--- config.mk ---
export PLATFORM = sky130hd
export DESIGN_NAME = trp_ctrl
export DESIGN_NICKNAME = d
export VERILOG_FILES = /design/src/rtl/trp_pkg.sv /design/src/rtl/trp_ctrl.sv
export SDC_FILE = /design/constraint.sdc
export NUM_CORES = 1
export LEC_CHECK = 0
export BUFFER_PORTS_ARGS = -buffer_cell sky130_fd_sc_hd__buf_2
export CAP_MARGIN = 5
export CORE_MARGIN = 3
export CORE_UTILIZATION = 35
export CTS_CLUSTER_DIAMETER = 120
export CTS_CLUSTER_SIZE = 20
export DETAILED_ROUTE_END_ITERATION = 6
export PLACE_DENSITY_LB_ADDON = 0.05
export RECOVER_POWER = 100
export SYNTH_ARGS = -nofsm -noshare
export SYNTH_HDL_FRONTEND = slang
export SYNTH_SLANG_ARGS = --single-unit
--- constraint.sdc ---
create_clock -name clock -period 2.4 [get_ports clock]
set_clock_uncertainty 0.1 [all_clocks]
set_input_delay 0.48 -clock clock [delete_from_list [all_inputs] [get_ports clock]]
set_output_delay 0.48 -clock clock [all_outputs]
set_load 0.05 [all_outputs]
--- src/rtl/trp_pkg.sv ---
`timescale 1ns / 1ps
// ----------------------------------------------------------------------------
// trp_pkg: shared types and constants of the trapezoid rule integrator
// word formats, integrand codes, controller command and status groups,
// cordic constants in q.30
// ----------------------------------------------------------------------------
package trp_pkg;

   localparam int unsigned LimitWidth  = 24;
   localparam int unsigned CountWidth  = 24;
   localparam int unsigned ResultWidth = 64;
   localparam int unsigned ValWidth    = 48;
   localparam int unsigned AngWidth    = 36;
   localparam int unsigned CordicSteps = 30;

   localparam logic [CountWidth-1:0] STEP_COUNT_RESET = 24'd10000000;

   localparam logic [1:0] FUNC_SQUARE = 2'd0;
   localparam logic [1:0] FUNC_CUBE   = 2'd1;
   localparam logic [1:0] FUNC_SINE   = 2'd2;
   localparam logic [1:0] FUNC_NONE   = 2'd3;

   localparam logic signed [AngWidth-1:0] Q30_PI      = 36'sd3373259426;
   localparam logic signed [AngWidth-1:0] Q30_HALF_PI = 36'sd1686629713;
   localparam logic signed [AngWidth-1:0] Q30_TWO_PI  = 36'sd6746518852;
   localparam logic signed [AngWidth-1:0] Q30_GAIN    = 36'sd652032874;

   localparam logic signed [AngWidth-1:0] ATAN_Q30 [CordicSteps] = '{
      36'sd843314857, 36'sd497837829, 36'sd263043837, 36'sd133525159,
      36'sd67021687,  36'sd33543516,  36'sd16775851,  36'sd8388437,
      36'sd4194283,   36'sd2097149,   36'sd1048576,   36'sd524288,
      36'sd262144,    36'sd131072,    36'sd65536,     36'sd32768,
      36'sd16384,     36'sd8192,      36'sd4096,      36'sd2048,
      36'sd1024,      36'sd512,       36'sd256,       36'sd128,
      36'sd64,        36'sd32,        36'sd16,        36'sd8,
      36'sd4,         36'sd2
   };

   typedef struct packed {
      logic signed [LimitWidth-1:0] lower_limit;
      logic signed [LimitWidth-1:0] upper_limit;
      logic [1:0]                   func;
   } req_type;

   typedef struct packed {
      logic signed [ResultWidth-1:0] integral;
      logic                          saturated;
   } rsp_type;

   // which point the integrand unit evaluates
   typedef enum logic [2:0] {
      PT_A = 3'b001,
      PT_B = 3'b010,
      PT_X = 3'b100
   } point_type;

   typedef struct packed {
      logic      load;
      logic      div_step;
      logic      fn_start;
      point_type pt;
      logic      x_step;
      logic      save_fa;
      logic      acc_init;
      logic      acc_add;
      logic      mul_init;
      logic      mul_step;
      logic      out_load;
   } cmd_type;

   typedef struct packed {
      logic sel_bad;
      logic div_last;
      logic fn_done;
      logic rem_zero;
      logic rem_one;
      logic mul_last;
      logic out_free;
   } status_type;

endpackage

--- src/rtl/trp_ctrl.sv ---
`timescale 1ns / 1ps
// ----------------------------------------------------------------------------
// trp_ctrl: sequencing state machine
// steps the datapath through divide, end points, interior samples,
// closing multiply and result hand-off; code 3 goes straight to the hand-off
// ----------------------------------------------------------------------------
module trp_ctrl (
   input  logic                clock,
   input  logic                reset,
   input  logic                req_valid,
   output logic                req_stall,
   input  trp_pkg::status_type st,
   output trp_pkg::cmd_type    cmd
);
   import trp_pkg::*;

   typedef enum logic [10:0] {
      S_IDLE  = 11'b00000000001,
      S_DIV   = 11'b00000000010,
      S_EVA   = 11'b00000000100,
      S_WA    = 11'b00000001000,
      S_EVB   = 11'b00000010000,
      S_WB    = 11'b00000100000,
      S_STEP  = 11'b00001000000,
      S_WS    = 11'b00010000000,
      S_MINIT = 11'b00100000000,
      S_MUL   = 11'b01000000000,
      S_FIN   = 11'b10000000000
   } state_type;

   state_type state_ff, state_in;

   always_comb begin
      state_in = state_ff;
      cmd      = '0;
      cmd.pt   = PT_A;
      unique case (state_ff)
         S_IDLE: begin
            if (req_valid) begin
               cmd.load = 1'b1;
               state_in = S_DIV;
            end
         end
         S_DIV: begin
            if (st.sel_bad) begin
               state_in = S_FIN;
            end else begin
               cmd.div_step = 1'b1;
               if (st.div_last) begin
                  state_in = S_EVA;
               end
            end
         end
         S_EVA: begin
            cmd.fn_start = 1'b1;
            state_in     = S_WA;
         end
         S_WA: begin
            if (st.fn_done) begin
               cmd.save_fa = 1'b1;
               state_in    = S_EVB;
            end
         end
         S_EVB: begin
            cmd.fn_start = 1'b1;
            cmd.pt       = PT_B;
            state_in     = S_WB;
         end
         S_WB: begin
            if (st.fn_done) begin
               cmd.acc_init = 1'b1;
               state_in     = st.rem_zero ? S_MINIT : S_STEP;
            end
         end
         S_STEP: begin
            cmd.fn_start = 1'b1;
            cmd.pt       = PT_X;
            cmd.x_step   = 1'b1;
            state_in     = S_WS;
         end
         S_WS: begin
            if (st.fn_done) begin
               cmd.acc_add = 1'b1;
               state_in    = st.rem_one ? S_MINIT : S_STEP;
            end
         end
         S_MINIT: begin
            cmd.mul_init = 1'b1;
            state_in     = S_MUL;
         end
         S_MUL: begin
            cmd.mul_step = 1'b1;
            if (st.mul_last) begin
               state_in = S_FIN;
            end
         end
         S_FIN: begin
            if (st.out_free) begin
               cmd.out_load = 1'b1;
               state_in     = S_IDLE;
            end
         end
         default: state_in = S_IDLE;
      endcase
   end

   always_ff @(posedge clock) begin
      if (reset) begin
         state_ff <= S_IDLE;
      end else begin
         state_ff <= state_in;
      end
   end

   assign req_stall = (state_ff != S_IDLE);

endmodule

# [After elaboration in Yosys (flattened, before gate mapping)]
# Cells that the tools add are included.
[op_classes] eq_ne=19 muxes=26 reduce_logical=2
[ops] operator="$pmux W11 S11" n=1
[ops] operator="$mux W11" n=8
[ops] operator="$mux W9" n=2
[ops] operator="$mux W1" n=14
[ops] operator="$ne A2 B2 Y1 const B" n=6
[ops] operator="$eq A11 B1 Y1 const B" n=1
[ops] operator="$eq A11 B10 Y1 const B" n=1
[ops] operator="$eq A11 B11 Y1 const B" n=1
[ops] operator="$eq A11 B2 Y1 const B" n=1
[ops] operator="$eq A11 B3 Y1 const B" n=1
[ops] operator="$eq A11 B4 Y1 const B" n=1
[ops] operator="$eq A11 B5 Y1 const B" n=1
[ops] operator="$eq A11 B6 Y1 const B" n=1
[ops] operator="$eq A11 B7 Y1 const B" n=1
[ops] operator="$eq A11 B8 Y1 const B" n=1
[ops] operator="$eq A11 B9 Y1 const B" n=1
[ops] operator="$ne A11 B1 Y1 const B" n=1
[ops] operator="$reduce_and A7 Y1" n=1
[ops] operator="$pmux W3 S2" n=1
[ops] operator="$ne A3 B3 Y1 const B" n=1
[ops] operator="$reduce_or A3 Y1" n=1
[totals] register_bits=11 output_inout_bits=14 wordCells=48

# [Longest topological paths before layout]
[logic_depth] depth_word=3 depth_mapped=7 depth_no_buf=6

# [Least setup slack after synthesis]
# Ideal clock, no wire load.
[synth_path] path_type="reg2out" from="reg state_ff[0]" to="out cmd[4] in the netlist's numbering" arrival_ns=2.365 setup_slack_ns=-0.545 stages_incl_launch_ff=6 path_buffers=1 path_cell_list="dfxtp_1 > buf_2 > nor4_4 > nand2_2 > or3_1 > nor3_1"
[synth_rtl] element="from (decl)" line_no="trp_ctrl.sv:31" rtl="state_type state_ff, state_in;"
[synth_rtl] element="from (signal assigned)" line_no="trp_ctrl.sv:111" rtl="state_ff <= state_in;"
[synth_rtl] element="to (decl)" line_no="trp_ctrl.sv:13" rtl="output trp_pkg::cmd_type cmd"

==> reports/metrics.cfg <==
[sta]
report.final.slew_viol_count = 0
rsz0062_at_grt = yes
setup_viol = 1
hold_viol = 0
fin_setup_tns_ns = -0.004413
maxSlewHeadroom = 0.6935
period_share = 1.002
max_clock_freq_ghz = 0.4159
period_minus_slack_ns = 2.404
tightest_slew_ns = 0.4533
layout_setup_ws_ns = -0.004413

[route]
remaining_drc_errors = 0
wl_mm = 2.373
antenna_left = 0
viasPerCell = 5.284
num_vias = 893
drtPass1Iterations = 4
wire_per_inst_microns = 14.04
drt_iter0_markers = 14

[power]
p_sw_frac = 0.3539
leakage_nw = 0.4913
intPower_mw = 0.3038
p_seq_frac = 0.413
p_per_area_mw_per_mm2 = 386.6
p_clk_frac = 0.276
switching_power_mw = 0.1664
comb_power_share = 0.311
totalPowerFinal_mw = 0.4702
ir_drop_v = 0.0003203

[synthesis]
synth_fa_ha_area_frac = 0
syn_nets = 117
ys_seq_area_frac = 0.2511
ys_dominant_reg_cell = dfxtp_1
async_flop_share = 0
yosysUniqueCellTypes = 36
synth_xor_area_frac = 0.03994
muxShareOfSynthArea = 0
syn-cell-area_sq_um = 877.1
synth_seq_cells = 11
synth_top_family_by_area = simple AND/OR/NAND/NOR gates
synth_enable_flop_cells = 0
yosys.area_share.simple = 0.4508
synthCells = 107
synth_compound_area_frac = 0.1769
ys_warn_count = 0
post_synth.cell_area_avg_sq_um = 8.197

[clock_network]
clock_sinks = 11
cts_tree = yes
htree_num_levels = 1
clkLatencyLatePin_ns = 0.27
cts_root_buffer = clkbuf_4
postCtsHoldBufs = 0
path_clk_slew_ns = 0.08
cts_buffers = 3
cts_max_path_buffers = 2

[finish]
syn2layout_area_growth_pct = 38.66
reg_top3 = state_ff (11)
nFillCells = 237
seqCellArea_sq_um = 229.0
fin_cells = 169
top_register = state_ff
antenna_cells = 0
largest_register_ffs = 11
multiInputGateArea_sq_um = 641.9
nets = 152
final_util = 0.5294
drive_above_1_share = 0.4610

[global_routing]
track_usage = 0.1543
grt_remaining_overflow = 0
grt_pass1_vias = 846
grt_pass1_wl_mm = 3.898
grt_antenna_before_repair = 0
grt_max_degree = 10

[floorplan]
core-area_sq_mm = 0.002297
die_h_microns = 56.06
dieArea_sq_mm = 0.003143
rows = 17
ios = 24
dieWidth_microns = 56.06
start_util = 0.3818

[outcome]
violations = negative setup slack
status = finished, violations left

[worst_setup_path]
critPathRequiredTime_ns = 1.82
reg2reg_slack_ns = 0.38
arrival_ns = 1.82
cp_max_fo = 3
reg2reg_from = state_ff[0]
r2r_end = state_ff[8]
path_class = register to primary output
cp-end-kind = primary output
reg2reg_depth = 7
start_kind = register

[place]
placed_cells = 162
io_buffers = 23
gp_congestion = 0.8385
dp_hpwl_mm = 1.865

[min_path]
hold_end = state_ff[2]
hold_class = primary input to register
hold_path.startpoint = st[6]
min_path_cells = 2

[job]
maxCapViolations = 0

-- stage by stage --
step                      cell area [sq um]  hold slack [ns]  setup WS [ns]
final                                  1216           0.3202      -0.004413
after global routing                   1216           0.3288       -0.08975
after CTS                              1167           0.3177      -0.001175
after detailed placement               1100           0.5369         0.1577
after global placement                 1100           0.5322         0.1848
after floorplan                       915.9           0.4491        -0.1363
-- how the worst max path moves through the flow --
| stage | start | end | slack, ns | cells past startpoint |
|---|---|---|---|---|
| detailed placement | state_ff[1] | cmd[4] | 0.16 | 5 |
| floorplan | state_ff[0] | cmd[4] | -0.14 | 5 |
| CTS | state_ff[3] | cmd[4] | -0.001 | 5 |
| global placement | state_ff[1] | cmd[4] | 0.18 | 5 |
| global route | state_ff[3] | cmd[4] | -0.09 | 5 |
| finish | state_ff[3] | cmd[4] | -0.004 | 5 |
-- area by class of cell --
cell class	instances	share of cell area
Clock buffer	4	0.02160
Timing Repair Buffer	36	0.2088
Multi-Input combinational cell	82	0.5278
Sequential cell	11	0.1883
Tap cell	28	0.02881
Inverter	8	0.02469
-- worst max-delay path: stages (launching register included) --
cell,delay (ns)
dfxtp_4,0.35
nor4_4,0.37
nand2_2,0.09
or3_4,0.43
nor3_4,0.13
buf_6,0.18
-- per-layer routing --
layer  vias to the layer above  routed length [microns]  track usage
li1                        460                        -            -
met1                       410                     1132       0.2069
met2                        19                     1104       0.2304
met3                         4                      106      0.04872
met4                         0                       29      0.05424
met5                         -                        0            0
-- logic make-up after synthesis --
| family | after synthesis |
|---|---|
| buffers and inverters | 14 |
| and+or+nand+nor | 59 |
| DFF | 11 |
| xor gates and xnor gates | 4 |
| AOI/OAI and AO/OA | 19 |
-- synthesized netlist by cell type, types with 3 or more instances --
cell type / number / area, sq um
nor4b_1: 3 / 26.28
nor3_1: 8 / 40.04
or3_1: 5 / 31.28
buf_2: 3 / 15.01
dfxtp_1: 11 / 220.2
inv_1: 8 / 30.03
nor2_1: 16 / 60.06
a21oi_1: 3 / 15.01
nand2_2: 3 / 18.77
xnor2_1: 3 / 26.28
nand2_1: 5 / 18.77
o31ai_1: 3 / 22.52
nand3_1: 6 / 30.03
-- power groups by stage --
stage | Clock, mW | Combinational [mW] | Sequential (mW)
after floorplan | 0 | 0.107 | 0.192
after global placement | 0 | 0.144 | 0.199
after detailed placement | 0 | 0.144 | 0.199
after CTS | 0.133 | 0.147 | 0.196
after global routing | 0.140 | 0.158 | 0.194
final | 0.130 | 0.146 | 0.194
-- layout by cell type, fill, tap and decap left out, types with 4 or more instances in the layout --
| cell | netlist | routed |
|---|---|---|
| or3_1 | 5 | 4 |
| buf_6 | 1 | 6 |
| inv_1 | 8 | 7 |
| buf_2 | 3 | 13 |
| dfxtp_1 | 11 | 8 |
| nor3_1 | 8 | 5 |
| nand3_1 | 6 | 5 |
| buf_4 | 2 | 15 |
| nand2_1 | 5 | 5 |
| nor2_1 | 16 | 10 |
-- repair_timing --
action / CTS / global route
cloned: 0 / 0
gates resized for setup: 15 / 17
buffers inserted: 0 / 3
setup endpoints to repair: 8 / 9
pin swaps: 2 / 7
No activity file was read; power rests on OpenSTA's default activity.
